`config.mk`:
```
export PLATFORM = sky130hd
export DESIGN_NAME = bouncing_ball_motion_step
export DESIGN_NICKNAME = d
export VERILOG_FILES = /design/src/design/bbms_pkg.sv /design/src/design/bbms_ucode_rom.sv /design/src/design/bbms_datapath.sv /design/src/design/bouncing_ball_motion_step.sv
export SDC_FILE = /design/constraint.sdc
export NUM_CORES = 2
export LEC_CHECK = 0
export ABC_AREA = 1
export BUFFER_PORTS_ARGS = -buffer_cell sky130_fd_sc_hd__buf_2
export CORE_ASPECT_RATIO = 0.75
export CORE_UTILIZATION = 50
export CTS_CLUSTER_SIZE = 16
export DETAILED_ROUTE_END_ITERATION = 16
export PLACE_DENSITY_LB_ADDON = 0.3
export SKIP_LAST_GASP = 1
export SYNTH_ARGS = -nofsm -noshare
export SYNTH_HDL_FRONTEND = slang
export SYNTH_SLANG_ARGS = --single-unit
```
`constraint.sdc`:
```
create_clock -name clk_i -period 11.08 [get_ports clk_i]
set_input_delay 1.662 -clock clk_i [delete_from_list [all_inputs] [get_ports clk_i]]
set_output_delay 1.662 -clock clk_i [all_outputs]
set_load 0.02 [all_outputs]
```
`src/design/bbms_pkg.sv`:
```
// Shared types, constants and helpers for the bouncing ball motion step.
// Used by the control store, the datapath and the top level; no dependencies.
`default_nettype none
package bbms_pkg;

  localparam int FRAC_BITS = 16;
  localparam int WORD_W    = 24;
  localparam int WIDE_W    = WORD_W + 3;
  localparam int ANG_W     = 25;
  localparam int UREG_W    = 23;
  localparam int TS_W      = 17;
  localparam int CFG_W     = 24;
  localparam int CFG_IDX_W = 3;
  localparam int ELAPSED_W = 16;
  localparam int DT_W      = 12;
  localparam int SDT_W     = 13;
  localparam int MUL_A_W   = WORD_W + 1;
  localparam int MUL_P_W   = MUL_A_W + TS_W + 1;
  localparam int PROD_W    = 26;
  localparam int STEP_W    = 4;

  localparam logic [DT_W-1:0]            DT_MAX    = DT_W'(3277);
  localparam logic signed [ANG_W:0]      FULL_TURN = (ANG_W+1)'(23592960);
  localparam logic signed [WORD_W-1:0]   WORD_MAX  = {1'b0, {(WORD_W-1){1'b1}}};
  localparam logic signed [WORD_W-1:0]   WORD_MIN  = {1'b1, {(WORD_W-1){1'b0}}};
  localparam logic signed [WORD_W-1:0]   VX_START  = WORD_W'(52429);
  localparam logic signed [WORD_W-1:0]   VY_START  = WORD_W'(294912);

  localparam logic [UREG_W-1:0]        WALL_X_RST  = UREG_W'(96514);
  localparam logic [UREG_W-1:0]        WALL_Z_RST  = UREG_W'(96514);
  localparam logic signed [WORD_W-1:0] FLOOR_Y_RST = -WORD_W'(54292);
  localparam logic [UREG_W-1:0]        RADIUS_RST  = UREG_W'(16384);
  localparam logic signed [WORD_W-1:0] GRAVITY_RST = -WORD_W'(642253);
  localparam logic [UREG_W-1:0]        SPIN_RST    = UREG_W'(7864320);
  localparam logic [UREG_W-1:0]        BOUNCE_RST  = UREG_W'(294912);
  localparam logic [TS_W-1:0]          TSCALE_RST  = TS_W'(32768);

  // Program addresses of the control store
  localparam logic [STEP_W-1:0] STEP_SCALE   = STEP_W'(0);
  localparam logic [STEP_W-1:0] STEP_SDT     = STEP_W'(1);
  localparam logic [STEP_W-1:0] STEP_SPIN    = STEP_W'(2);
  localparam logic [STEP_W-1:0] STEP_ANGLE   = STEP_W'(3);
  localparam logic [STEP_W-1:0] STEP_VELY    = STEP_W'(4);
  localparam logic [STEP_W-1:0] STEP_POSX    = STEP_W'(5);
  localparam logic [STEP_W-1:0] STEP_POSY    = STEP_W'(6);
  localparam logic [STEP_W-1:0] STEP_POSZ    = STEP_W'(7);
  localparam logic [STEP_W-1:0] STEP_DEPTH   = STEP_W'(8);
  localparam logic [STEP_W-1:0] STEP_DONE    = STEP_W'(9);
  localparam logic [STEP_W-1:0] STEP_RESTART = STEP_W'(10);

  typedef enum logic [CFG_IDX_W-1:0] {
    REG_WALL_X  = 3'd0,
    REG_WALL_Z  = 3'd1,
    REG_FLOOR_Y = 3'd2,
    REG_RADIUS  = 3'd3,
    REG_GRAVITY = 3'd4,
    REG_SPIN    = 3'd5,
    REG_BOUNCE  = 3'd6,
    REG_TSCALE  = 3'd7
  } cfg_reg_e;

  typedef enum logic [2:0] {
    MA_DT   = 3'd0,
    MA_SPIN = 3'd1,
    MA_GRAV = 3'd2,
    MA_VX   = 3'd3,
    MA_VY   = 3'd4,
    MA_VZ   = 3'd5
  } mul_a_e;

  typedef enum logic {
    MB_TSCALE = 1'b0,
    MB_SDT    = 1'b1
  } mul_b_e;

  typedef enum logic [2:0] {
    WB_NONE  = 3'd0,
    WB_SDT   = 3'd1,
    WB_ANGLE = 3'd2,
    WB_VELY  = 3'd3,
    WB_POSX  = 3'd4,
    WB_POSY  = 3'd5,
    WB_POSZ  = 3'd6
  } wb_e;

  typedef enum logic [1:0] {
    JMP_NEXT    = 2'd0,
    JMP_RESTART = 2'd1,
    JMP_ALWAYS  = 2'd2
  } jmp_e;

  typedef struct packed {
    mul_a_e              mul_a;
    mul_b_e              mul_b;
    wb_e                 wb;
    logic                wrap;
    logic                clamp_y;
    logic                clamp_x;
    logic                clamp_z;
    logic                place;
    logic                clr_hits;
    logic                done;
    jmp_e                jmp;
    logic [STEP_W-1:0]   target;
  } cw_t;

  localparam cw_t CW_IDLE = '{
    mul_a: MA_DT, mul_b: MB_TSCALE, wb: WB_NONE, wrap: 1'b0, clamp_y: 1'b0,
    clamp_x: 1'b0, clamp_z: 1'b0, place: 1'b0, clr_hits: 1'b0, done: 1'b0,
    jmp: JMP_NEXT, target: STEP_SCALE
  };

  typedef struct packed {
    logic                 valid;
    cfg_reg_e             index;
    logic [CFG_W-1:0]     data;
  } cfg_wr_t;

  typedef struct packed {
    logic signed [WORD_W-1:0] pos_x;
    logic signed [WORD_W-1:0] pos_y;
    logic signed [WORD_W-1:0] pos_z;
    logic [ANG_W-1:0]         angle;
    logic                     spin_negative;
    logic                     floor_hit;
    logic                     side_hit;
  } res_t;

  // Add and saturate to the signed word range
  function automatic logic signed [WORD_W-1:0] sat_add(
    input logic signed [WORD_W-1:0] a,
    input logic signed [PROD_W-1:0] b
  );
    logic signed [WIDE_W-1:0] s;
    s = WIDE_W'(a) + WIDE_W'(b);
    if (s > WIDE_W'(WORD_MAX)) begin
      return WORD_MAX;
    end else if (s < WIDE_W'(WORD_MIN)) begin
      return WORD_MIN;
    end
    return s[WORD_W-1:0];
  endfunction

  // Magnitude, with the most negative word held at the largest positive one
  function automatic logic signed [WORD_W-1:0] mag(input logic signed [WORD_W-1:0] v);
    if (v == WORD_MIN) begin
      return WORD_MAX;
    end else if (v < 0) begin
      return -v;
    end
    return v;
  endfunction

endpackage
`default_nettype wire

```
`src/design/bbms_ucode_rom.sv`:
```
// Control store of the motion step: one control word per program address.
// Depends on bbms_pkg for the control word layout and the program addresses.
`default_nettype none
module bbms_ucode_rom (
  input  logic [bbms_pkg::STEP_W-1:0] step_i,
  output bbms_pkg::cw_t               cw_o
);
  import bbms_pkg::*;

  always_comb begin
    cw_o = CW_IDLE;
    unique case (step_i)
      STEP_SCALE: begin
        cw_o.mul_a    = MA_DT;
        cw_o.mul_b    = MB_TSCALE;
        cw_o.clr_hits = 1'b1;
        cw_o.jmp      = JMP_RESTART;
        cw_o.target   = STEP_RESTART;
      end
      STEP_SDT: begin
        cw_o.wb = WB_SDT;
      end
      STEP_SPIN: begin
        cw_o.mul_a = MA_SPIN;
        cw_o.mul_b = MB_SDT;
      end
      STEP_ANGLE: begin
        cw_o.wb    = WB_ANGLE;
        cw_o.mul_a = MA_GRAV;
        cw_o.mul_b = MB_SDT;
      end
      STEP_VELY: begin
        cw_o.wrap  = 1'b1;
        cw_o.wb    = WB_VELY;
        cw_o.mul_a = MA_VX;
        cw_o.mul_b = MB_SDT;
      end
      STEP_POSX: begin
        // vel_y was updated on the previous edge
        cw_o.wb    = WB_POSX;
        cw_o.mul_a = MA_VY;
        cw_o.mul_b = MB_SDT;
      end
      STEP_POSY: begin
        cw_o.wb    = WB_POSY;
        cw_o.mul_a = MA_VZ;
        cw_o.mul_b = MB_SDT;
      end
      STEP_POSZ: begin
        cw_o.wb      = WB_POSZ;
        cw_o.clamp_y = 1'b1;
        cw_o.clamp_x = 1'b1;
      end
      STEP_DEPTH: begin
        cw_o.clamp_z = 1'b1;
      end
      STEP_DONE: begin
        cw_o.done = 1'b1;
      end
      STEP_RESTART: begin
        cw_o.place  = 1'b1;
        cw_o.jmp    = JMP_ALWAYS;
        cw_o.target = STEP_DONE;
      end
      default: begin
        cw_o.done = 1'b1;
      end
    endcase
  end

endmodule
`default_nettype wire

```
`src/design/bbms_datapath.sv`:
```
// Datapath of the motion step: registers, ball state, one shared multiplier.
// Driven by control words from bbms_ucode_rom; depends on bbms_pkg.
`default_nettype none
module bbms_datapath (
  input  logic                           clk_i,
  input  logic                           rst_ni,
  input  logic                           en_i,
  input  bbms_pkg::cw_t                  cw_i,
  input  logic                           load_i,
  input  logic [bbms_pkg::ELAPSED_W-1:0] elapsed_i,
  input  bbms_pkg::cfg_wr_t              cfg_i,
  output bbms_pkg::res_t                 res_o
);
  import bbms_pkg::*;

  logic [UREG_W-1:0]        wall_x_q, wall_z_q, radius_q, spin_q, bounce_q;
  logic signed [WORD_W-1:0] floor_y_q, gravity_q;
  logic [TS_W-1:0]          tscale_q;

  logic [DT_W-1:0]          dt_q;
  logic [SDT_W-1:0]         sdt_q, sdt_d;
  logic signed [PROD_W-1:0] prod_q, prod_d;
  logic signed [ANG_W:0]    angle_q, angle_d;
  logic signed [WORD_W-1:0] ball_x_q, ball_x_d, ball_y_q, ball_y_d, ball_z_q, ball_z_d;
  logic signed [WORD_W-1:0] vel_x_q, vel_x_d, vel_y_q, vel_y_d, vel_z_q, vel_z_d;
  logic                     spin_neg_q, spin_neg_d;
  logic                     floor_hit_q, floor_hit_d, side_hit_q, side_hit_d;

  logic signed [MUL_A_W-1:0] mul_a;
  logic [TS_W-1:0]           mul_b;
  logic signed [MUL_P_W-1:0] mul_p;
  logic signed [WORD_W-1:0]  floor_lim, x_hi, x_lo, z_hi, z_lo;

  // Shared multiplier; the product is taken back by FRAC_BITS (floor)
  always_comb begin
    case (cw_i.mul_a)
      MA_DT:   mul_a = $signed(MUL_A_W'(dt_q));
      MA_SPIN: mul_a = $signed(MUL_A_W'(spin_q));
      MA_GRAV: mul_a = MUL_A_W'(gravity_q);
      MA_VX:   mul_a = MUL_A_W'(vel_x_q);
      MA_VY:   mul_a = MUL_A_W'(vel_y_q);
      MA_VZ:   mul_a = MUL_A_W'(vel_z_q);
      default: mul_a = '0;
    endcase
    mul_b = (cw_i.mul_b == MB_SDT) ? TS_W'(sdt_q) : tscale_q;
    mul_p = mul_a * $signed({1'b0, mul_b});
    prod_d = mul_p[FRAC_BITS +: PROD_W];
  end

  assign floor_lim = sat_add(floor_y_q, $signed(PROD_W'(radius_q)));
  assign x_hi = $signed({1'b0, wall_x_q}) - $signed({1'b0, radius_q});
  assign x_lo = $signed({1'b0, radius_q}) - $signed({1'b0, wall_x_q});
  assign z_hi = $signed({1'b0, wall_z_q}) - $signed({1'b0, radius_q});
  assign z_lo = $signed({1'b0, radius_q}) - $signed({1'b0, wall_z_q});

  always_comb begin
    sdt_d       = sdt_q;
    angle_d     = angle_q;
    ball_x_d    = ball_x_q;
    ball_y_d    = ball_y_q;
    ball_z_d    = ball_z_q;
    vel_x_d     = vel_x_q;
    vel_y_d     = vel_y_q;
    vel_z_d     = vel_z_q;
    spin_neg_d  = spin_neg_q;
    floor_hit_d = floor_hit_q;
    side_hit_d  = side_hit_q;

    case (cw_i.wb)
      WB_SDT:   sdt_d = prod_q[SDT_W-1:0];
      WB_ANGLE: angle_d = spin_neg_q ? angle_q - prod_q : angle_q + prod_q;
      WB_VELY:  vel_y_d = sat_add(vel_y_q, prod_q);
      WB_POSX:  ball_x_d = sat_add(ball_x_q, prod_q);
      WB_POSY:  ball_y_d = sat_add(ball_y_q, prod_q);
      WB_POSZ:  ball_z_d = sat_add(ball_z_q, prod_q);
      default: ;
    endcase

    // Bring the angle back into 0..360 once; exactly 360 stays
    if (cw_i.wrap) begin
      if (angle_q > FULL_TURN) begin
        angle_d = angle_q - FULL_TURN;
      end else if (angle_q < 0) begin
        angle_d = angle_q + FULL_TURN;
      end
    end

    if (cw_i.clr_hits) begin
      floor_hit_d = 1'b0;
      side_hit_d  = 1'b0;
    end

    if (cw_i.clamp_y && (ball_y_q < floor_lim)) begin
      ball_y_d    = floor_lim;
      vel_y_d     = $signed({1'b0, bounce_q});
      floor_hit_d = 1'b1;
    end

    // Upper wall is tested first and wins in an inverted room
    if (cw_i.clamp_x) begin
      if (ball_x_q > x_hi) begin
        ball_x_d   = x_hi;
        vel_x_d    = -mag(vel_x_q);
        spin_neg_d = ~spin_neg_q;
        side_hit_d = 1'b1;
      end else if (ball_x_q < x_lo) begin
        ball_x_d   = x_lo;
        vel_x_d    = mag(vel_x_q);
        spin_neg_d = ~spin_neg_q;
        side_hit_d = 1'b1;
      end
    end

    if (cw_i.clamp_z) begin
      if (ball_z_q > z_hi) begin
        ball_z_d = z_hi;
        vel_z_d  = -mag(vel_z_q);
      end else if (ball_z_q < z_lo) begin
        ball_z_d = z_lo;
        vel_z_d  = mag(vel_z_q);
      end
    end

    if (cw_i.place) begin
      ball_x_d = x_lo;
      ball_y_d = floor_lim;
    end
  end

  always_ff @(posedge clk_i or negedge rst_ni) begin
    if (!rst_ni) begin
      wall_x_q  <= WALL_X_RST;
      wall_z_q  <= WALL_Z_RST;
      floor_y_q <= FLOOR_Y_RST;
      radius_q  <= RADIUS_RST;
      gravity_q <= GRAVITY_RST;
      spin_q    <= SPIN_RST;
      bounce_q  <= BOUNCE_RST;
      tscale_q  <= TSCALE_RST;
    end else if (cfg_i.valid) begin
      unique case (cfg_i.index)
        REG_WALL_X:  wall_x_q  <= cfg_i.data[UREG_W-1:0];
        REG_WALL_Z:  wall_z_q  <= cfg_i.data[UREG_W-1:0];
        REG_FLOOR_Y: floor_y_q <= $signed(cfg_i.data[WORD_W-1:0]);
        REG_RADIUS:  radius_q  <= cfg_i.data[UREG_W-1:0];
        REG_GRAVITY: gravity_q <= $signed(cfg_i.data[WORD_W-1:0]);
        REG_SPIN:    spin_q    <= cfg_i.data[UREG_W-1:0];
        REG_BOUNCE:  bounce_q  <= cfg_i.data[UREG_W-1:0];
        REG_TSCALE:  tscale_q  <= cfg_i.data[TS_W-1:0];
        default: ;
      endcase
    end
  end

  always_ff @(posedge clk_i or negedge rst_ni) begin
    if (!rst_ni) begin
      ball_x_q    <= '0;
      ball_y_q    <= '0;
      ball_z_q    <= '0;
      vel_x_q     <= VX_START;
      vel_y_q     <= VY_START;
      vel_z_q     <= '0;
      angle_q     <= '0;
      spin_neg_q  <= 1'b0;
      floor_hit_q <= 1'b0;
      side_hit_q  <= 1'b0;
    end else if (en_i) begin
      ball_x_q    <= ball_x_d;
      ball_y_q    <= ball_y_d;
      ball_z_q    <= ball_z_d;
      vel_x_q     <= vel_x_d;
      vel_y_q     <= vel_y_d;
      vel_z_q     <= vel_z_d;
      angle_q     <= angle_d;
      spin_neg_q  <= spin_neg_d;
      floor_hit_q <= floor_hit_d;
      side_hit_q  <= side_hit_d;
    end
  end

  // Working registers carry no reset
  always_ff @(posedge clk_i) begin
    if (load_i) begin
      dt_q <= (elapsed_i > ELAPSED_W'(DT_MAX)) ? DT_MAX : elapsed_i[DT_W-1:0];
    end
    if (en_i) begin
      prod_q <= prod_d;
      sdt_q  <= sdt_d;
    end
  end

  assign res_o.pos_x         = ball_x_q;
  assign res_o.pos_y         = ball_y_q;
  assign res_o.pos_z         = ball_z_q;
  assign res_o.angle         = angle_q[ANG_W-1:0];
  assign res_o.spin_negative = spin_neg_q;
  assign res_o.floor_hit     = floor_hit_q;
  assign res_o.side_hit      = side_hit_q;

endmodule
`default_nettype wire

```
`src/design/bouncing_ball_motion_step.sv`:
```
// Top level of the bouncing ball motion step: sequencer, handshakes, result register.
// Instantiates bbms_ucode_rom and bbms_datapath; depends on bbms_pkg.
//
//   channel  direction  signals                                    transfer when
//   in       input      in_valid_i, in_stall_o, action_i, elapsed_i  valid and not stall
//   out      output     out_valid_o, out_stall_i, pos/angle/flags  valid and not stall
//   cfg      input      cfg_valid_i, cfg_ready_o, cfg_index_i,     valid and ready
//                       cfg_data_i
//
// A tick runs every step from SCALE to DONE, a restart SCALE, RESTART and DONE, one
// step of the control program per cycle; one shared multiplier sets the tick length.
// The next item is taken in the cycle its predecessor's result is registered.
// Reset restores the configuration defaults and the starting ball state.
// A stalled output holds the program at its final step until the register frees.
// Configuration writes are held off while an item is being computed.
`default_nettype none
module bouncing_ball_motion_step (
  input  logic                                  clk_i,
  input  logic                                  rst_ni,
  input  logic                                  in_valid_i,
  output logic                                  in_stall_o,
  input  logic                                  action_i,
  input  logic [bbms_pkg::ELAPSED_W-1:0]        elapsed_i,
  output logic                                  out_valid_o,
  input  logic                                  out_stall_i,
  output logic signed [bbms_pkg::WORD_W-1:0]    pos_x_o,
  output logic signed [bbms_pkg::WORD_W-1:0]    pos_y_o,
  output logic signed [bbms_pkg::WORD_W-1:0]    pos_z_o,
  output logic [bbms_pkg::ANG_W-1:0]            angle_o,
  output logic                                  spin_negative_o,
  output logic                                  floor_hit_o,
  output logic                                  side_hit_o,
  input  logic                                  cfg_valid_i,
  output logic                                  cfg_ready_o,
  input  logic [bbms_pkg::CFG_IDX_W-1:0]        cfg_index_i,
  input  logic [bbms_pkg::CFG_W-1:0]            cfg_data_i
);
  import bbms_pkg::*;

  logic              busy_q, busy_d;
  logic [STEP_W-1:0] step_q, step_d;
  logic              restart_q;
  logic              out_valid_q;
  res_t              res_q;
  res_t              dp_res;
  cw_t               cw;
  cfg_wr_t           cfg_wr;
  logic              in_xfer, fire;

  bbms_ucode_rom u_rom (
    .step_i (step_q),
    .cw_o   (cw)
  );

  assign cfg_ready_o  = !busy_q;
  assign cfg_wr.valid = cfg_valid_i && cfg_ready_o;
  assign cfg_wr.index = cfg_reg_e'(cfg_index_i);
  assign cfg_wr.data  = cfg_data_i;

  bbms_datapath u_dp (
    .clk_i     (clk_i),
    .rst_ni    (rst_ni),
    .en_i      (busy_q),
    .cw_i      (cw),
    .load_i    (in_xfer),
    .elapsed_i (elapsed_i),
    .cfg_i     (cfg_wr),
    .res_o     (dp_res)
  );

  // Final step registers the result once the output register is free
  assign fire       = busy_q && cw.done && (!out_valid_q || !out_stall_i);
  assign in_stall_o = busy_q && !fire;
  assign in_xfer    = in_valid_i && !in_stall_o;

  always_comb begin
    step_d = step_q;
    busy_d = busy_q;
    if (in_xfer) begin
      step_d = STEP_SCALE;
      busy_d = 1'b1;
    end else if (fire) begin
      busy_d = 1'b0;
    end else if (busy_q && !cw.done) begin
      unique case (cw.jmp)
        JMP_NEXT:    step_d = step_q + STEP_W'(1);
        JMP_RESTART: step_d = restart_q ? cw.target : step_q + STEP_W'(1);
        JMP_ALWAYS:  step_d = cw.target;
        default:     step_d = STEP_DONE;
      endcase
    end
  end

  always_ff @(posedge clk_i or negedge rst_ni) begin
    if (!rst_ni) begin
      busy_q      <= 1'b0;
      step_q      <= STEP_SCALE;
      out_valid_q <= 1'b0;
    end else begin
      busy_q <= busy_d;
      step_q <= step_d;
      if (fire) begin
        out_valid_q <= 1'b1;
      end else if (!out_stall_i) begin
        out_valid_q <= 1'b0;
      end
    end
  end

  always_ff @(posedge clk_i) begin
    if (in_xfer) begin
      restart_q <= action_i;
    end
    if (fire) begin
      res_q <= dp_res;
    end
  end

  assign out_valid_o     = out_valid_q;
  assign pos_x_o         = res_q.pos_x;
  assign pos_y_o         = res_q.pos_y;
  assign pos_z_o         = res_q.pos_z;
  assign angle_o         = res_q.angle;
  assign spin_negative_o = res_q.spin_negative;
  assign floor_hit_o     = res_q.floor_hit;
  assign side_hit_o      = res_q.side_hit;

`ifndef SYNTHESIS
  a_rise_from_done : assert property (@(posedge clk_i) disable iff (!rst_ni)
    $rose(out_valid_q) |-> $past(busy_q && cw.done))
    else $error("result appeared without the final program step");

  a_step_advance : assert property (@(posedge clk_i) disable iff (!rst_ni)
    busy_q && !cw.done && (cw.jmp == JMP_NEXT) && !in_xfer |=>
      step_q == $past(step_q) + STEP_W'(1))
    else $error("program counter did not advance");

  a_angle_range : assert property (@(posedge clk_i) disable iff (!rst_ni)
    busy_q && cw.done |-> ({1'b0, dp_res.angle} <= FULL_TURN))
    else $error("spin angle out of range at result time");

  a_step_bound : assert property (@(posedge clk_i) disable iff (!rst_ni)
    busy_q |-> step_q <= STEP_RESTART)
    else $error("program counter past the end of the program");
`endif

endmodule
`default_nettype wire

```
Word-level counts from Yosys, hierarchy flattened
Index checks and enable logic that the tools add are counted.
{ "totals": {"regBits": 511, "latch_bits": 0, "ram_bits": 0, "mem_bits_ro": 0, "in_bits": 49, "out_inout_bits": 103, "elab_cells": 254, "n_memories": 0} }
{ "op_classes": {"addsub": 18, "multipliers": 1, "div": 0, "magnitude_cmp": 20, "eq_ne": 33, "n_shift": 0, "mux": 106, "bitwise": 1, "n_reduce_logical": 43} }
{ "op_table": {"columns": ["operator", "n"], "rows": [
  ["$mux 24", 45],
  ["$pmux 25 s6", 1],
  ["$gt 27x24->1 const B", 5],
  ["$lt 27x24->1 const B", 5],
  ["$mux 26", 5],
  ["$add 24x26->27", 4],
  ["$neg 24->24", 4],
  ["$sub 23x23->24", 4],
  ["$lt 24x24->1", 3],
  ["$eq 24x24->1 const B", 2],
  ["$gt 24x24->1", 2],
  ["$lt 24x1->1 const B", 2],
  ["$mux 1", 45],
  ["$mul 25x18->42", 1],
  ["$eq 3x3->1 const B", 9],
  ["$add 26x26->26", 1],
  ["$add 26x26->26 const B", 1],
  ["$gt 26x26->1 const B", 1],
  ["$lt 26x1->1 const B", 1],
  ["$reduce_and 2->1", 13],
  ["$sub 26x26->26", 1],
  ["$sub 26x26->26 const B", 1],
  ["$add 24x24->25", 1],
  ["$pmux 4 s5", 1],
  ["30 further kinds", 64]
]} }

Logic depth before layout (Yosys ltp)
{ "depth": {"word_depth": 11, "depth_mapped": 43, "ltp_nobuf": 40} }

Hierarchy
Synthesis repeated with hierarchy kept, for this count alone.
{ "hier_totals": {"cells_unflattened": 7202, "hier_area_um2": 55081.6} }
{ "by_module_without_submodules": {"columns": ["module", "n_inst", "cells_each", "area_per_inst_um2"], "rows": [
  ["bbms_datapath", 1, 6998, 51465.6],
  ["bouncing_ball_motion_step", 1, 159, 3418.3],
  ["bbms_ucode_rom", 1, 45, 197.7]
]} }

Least setup slack after synthesis
No wires, ideal clock.
{ "synth_path": {"path_type": "register to register", "startpoint": "reg step_q[0]", "endpoint": "reg u_dp.prod_q[20], data pin", "setup_ns": 0.259, "arrival_ns": 7.333, "slack_ns": 3.488, "path_stages_with_launch": 37, "synth_period_minus_slack_ns": 7.592, "path_cell_list": "dfrtp_1 inv_1 ha_1 inv_1 nor2_4 inv_2 nand2_1 inv_1 nand2_1 inv_1 clkbuf_1 a221oi_1 nand2_2 inv_1 nor2_1 fa_1 inv_1 fa_1 fa_1 inv_1 fa_1 fa_1 inv_1 fa_1 inv_1 ha_1 nand2_1 inv_1 nand3_1 nor3_1 a21oi_1 o21ai_0 nand2_1 o31ai_1 nand3_1 nand2_1 xor2_1"} }
{ "synth_between": {"elab_chain_cells": 5, "word_cells_on_any_way": 15, "cone_classes": "mul (1); eq/ne (10); mux (3); reduce/logical (1)"} }
{ "synth_rtl": {"columns": ["item", "line_no", "text"], "rows": [
  ["from (decl)", "bouncing_ball_motion_step.sv:41", "logic [STEP_W-1:0] step_q, step_d;"],
  ["from (signal assigned)", "bouncing_ball_motion_step.sv:101", "step_q <= step_d;"],
  ["$eq 4x3->1 or $eq 4x2->1 (tied branches)", "bbms_ucode_rom.sv:12", "unique case (step_i)"],
  ["$pmux 4 s5 *", "bbms_ucode_rom.sv:12", null],
  ["$eq 3x3->1, or another cell as far along", "bbms_datapath.sv:36", "case (cw_i.mul_a)"],
  ["$pmux 25 s6", "bbms_datapath.sv:36", null],
  ["$mul 25x18->42 *", "bbms_datapath.sv:46", "mul_p = mul_a * $signed({1'b0, mul_b});"],
  ["via u_dp.mul_p[36]", "bbms_datapath.sv:31", "logic signed [MUL_P_W-1:0] mul_p;"],
  ["to (signal assigned)", "bbms_datapath.sv:187", "prod_q <= prod_d;"],
  ["to (decl)", "bbms_datapath.sv:22", "logic signed [PROD_W-1:0] prod_q, prod_d;"]
]} }
Mark *: on every way through the listed nets, which the timed path passes. The rest lies on a longest branch.
A chain may end at the register's enable or synchronous reset.

Final worst setup path
{ "layout_path": {"startpoint": "reg step_q[0]", "endpoint": "reg u_dp.prod_q[24], data pin"} }
The elaborated chain is that of the path after synthesis.

==> results.json <==
{
  "status": "complete, but fails checks",
  "violations": "max-capacitance violations, max-slew violations",
  "cts_post_setup_buffers_inserted": 0,
  "insertion_delay_ps": 700,
  "rsz0062_at_grt": "no",
  "period_needed_ps": 10140,
  "max_cap_viol_count": 1,
  "first_global_vias": 46700,
  "crit_path_end_kind": "flop",
  "synth_area_leaders": "fa_1 (15%), dfrtp_1 (13%), ha_1 (11%)",
  "drc": 0,
  "cts_resized": 0,
  "max_freq_mhz": 98.7,
  "nFillCells": 10200,
  "synth_common_cells": "nand2_1 (1494), inv_1 (1189), nor2_1 (617)",
  "cts_made_buffers": 59,
  "dieArea_um2": 111000,
  "drt_iter0_markers": 5781,
  "grt_max_degree": 155,
  "wl_per_cell_um": 21.8,
  "grt_overflow_total": 0,
  "async_flop_share_pct": 70.3,
  "track_usage_pct": 34.3,
  "mappedNetlistArea_um2": 54700,
  "setup_tns_ps": 0,
  "cts.clk_slew.worst_paths_ps": 70,
  "cp.arrival_ps": 10560,
  "finalSetupViolations": 0,
  "period_share_pct": 91.5,
  "yosys_register_bits": 511,
  "worst_hold_path_type": "flop to flop",
  "cp-start-kind": "flop",
  "slowest_stage": "clkinv_1",
  "synth_most_common_cell": "nand2_1",
  "clock_skew_ps": 25.1,
  "ys_seq_area_share_pct": 24.9,
  "netlist_instances": 7164,
  "cts_tree": "built",
  "die-width_um": 384,
  "design.core.area_um2": 108000,
  "slew_viol_final": 1,
  "worstPathRequired_ps": 11500,
  "drt_pass1_iterations": 6,
  "vias": 50400,
  "ant_nets": 0,
  "yosys.area.top_type": "fa_1",
  "synth_top_area_share_pct": 15.0,
  "ys.flop_type": "dfrtp_1",
  "routed_via_density": 5.75,
  "rows": 104,
  "final_nets": 8210,
  "die_height_um": 289,
  "io_pins": 152,
  "ys_warn_count": 0,
  "synth_cell_types": 71,
  "worst_pin_slew_ps": 1490,
  "clock_path_buffers": 3,
  "area_growth_pct": 8.26,
  "wl_um": 191000,
  "drive_above_1_share_pct": 6.49,
  "path_class": "flop to flop",
  "critPathMaxFanout": 27,
  "cpPeakStageDelay_ps": 1100,
  "gp_congestion": 1.03,
  "initial_core_util_pct": 50.7,
  "worst_path_most_repeated_cell": "inv_1",
  "cts_hold_buf": 0,
  "hold_viol": 0,
  "dp_hpwl_um": 150000,
  "antenna_found_initial": 14,
  "synth_edf_count": 152,
  "clockRootBuffer": "clkbuf_16",
  "cts_sinks": 511,
  "grt_pass1_wl_um": 289000,
  "ctsHtreeMaxLevel": 2,
  "relSlewSlack_pct": -0.205,
  "io_buffers": 151,
  "avgSynthCellArea_um2": 7.64
}
[kinds of logic (layout without fill, tap and decap cells)]
group                      after synthesis  count (layout)  synth area share (%)
other                                    2              62                0.0137
DFF                                    511             511                  24.9
adders and majority gates              880             880                  25.7
and+or+nand+nor                       2629            2629                  19.9
buffers and inverters                 1426            1544                  9.94
muxes                                   14              14                 0.256
xor gates and xnor gates               326             326                  5.22
AOI/OAI and AO/OA                     1376            1376                  14.1
[final timing paths]
| check | end | from | slack (ps) | depth (start not counted) |
|---|---|---|---|---|
| setup reg to reg | u_dp.prod_q[24]$_DFFE_PP_ | step_q[0]$_DFFE_PN0P_ | 940 | 33 |
| hold / removal | floor_hit_o$_DFFE_PP_ | u_dp.floor_hit_q$_DFFE_PN0P_ | 480 | 0 |
| setup / recovery | u_dp.prod_q[24]$_DFFE_PP_ | step_q[0]$_DFFE_PN0P_ | 940 | 33 |
| max in group asynchronous | u_dp.vel_x_q[22]$_DFFE_PN0P_ | rst_ni | 7900 | 3 |
| min in group asynchronous | u_dp.ball_y_q[9]$_DFFE_PN0P_ | rst_ni | 890 | 1 |
| hold reg to reg | floor_hit_o$_DFFE_PP_ | u_dp.floor_hit_q$_DFFE_PN0P_ | 480 | 0 |
[metal layers]
metal,track usage [%],vias to the layer above,part of all wire [%]
li1,-,23300,-
met1,51.5,24100,45
met2,47.6,2620,40
met3,8.78,354,12
met4,11.1,10,3.6
met5,0,-,0.033
[per-stage QoR]
| step | worst slack (ps) | hold slack, ps | instance area [um^2] | instances | utilization (%) |
|---|---|---|---|---|---|
| after floorplan | 3490 | 425 | 54900 | 7214 | - |
| after global placement | 1450 | 463 | 57200 | 8650 | 53.0 |
| after detailed placement | 1260 | 458 | 57200 | 8650 | 53.0 |
| after CTS | 1250 | 487 | 59200 | 8762 | 54.9 |
| after global routing | 571 | 502 | 59200 | 8765 | 54.9 |
| final | 944 | 483 | 59300 | 8773 | 54.9 |
[cell type report]
type | count | area (um^2) | share of cell area [%]
multi-input combinational | 5277 | 35900 | 60.5
sequential | 511 | 13600 | 23.0
inverter | 1209 | 4540 | 7.66
tap | 1431 | 1790 | 3.02
clock buffer | 78 | 1660 | 2.81
timing repair buffer | 223 | 1320 | 2.23
clock inverter | 34 | 412 | 0.695
antenna | 10 | 25.0 | 0.0422
[critical path: cells and delay by family, from the launching register on]
family                   cells  cell delay (ps)
AO/OA/AOI/OAI                5             2060
XOR/XNOR                     1              150
AND/OR/NAND/NOR             10             1850
adder cells (fa/ha/maj)      8             3470
flip-flops                   1              430
buffers and inverters        9             1860
[cell usage in the layout (no fill, tap or decap), types with 16 or more instances in the layout]
master     netlist  final
nand2_1       1494   1493
inv_1         1189   1186
nor2_1         617    615
o21ai_0        526    520
a21oi_1        507    507
ha_1           471    471
fa_1           409    409
dfrtp_1        295    294
nand3_1        274    274
xor2_1         204    204
edfxtp_1       152    152
buf_2           27    150
xnor2_1        122    122
buf_4            7     71
nor3_1          70     68
dfstp_2         64     64
clkbuf_16        0     61
conb_1           2     52
nand4_1         51     51
o21a_1          50     50
o211ai_1        47     47
o21ai_1         37     43
a31oi_1         39     39
nor4_1          30     30
o221ai_1        24     24
a221oi_1        23     23
or2_1           21     21
a211oi_1        21     21
a21o_1          18     18
o21bai_1        16     16
Power is not shown: default switching activity piles up to over one toggle a cycle in this logic, so the estimate is an artifact.
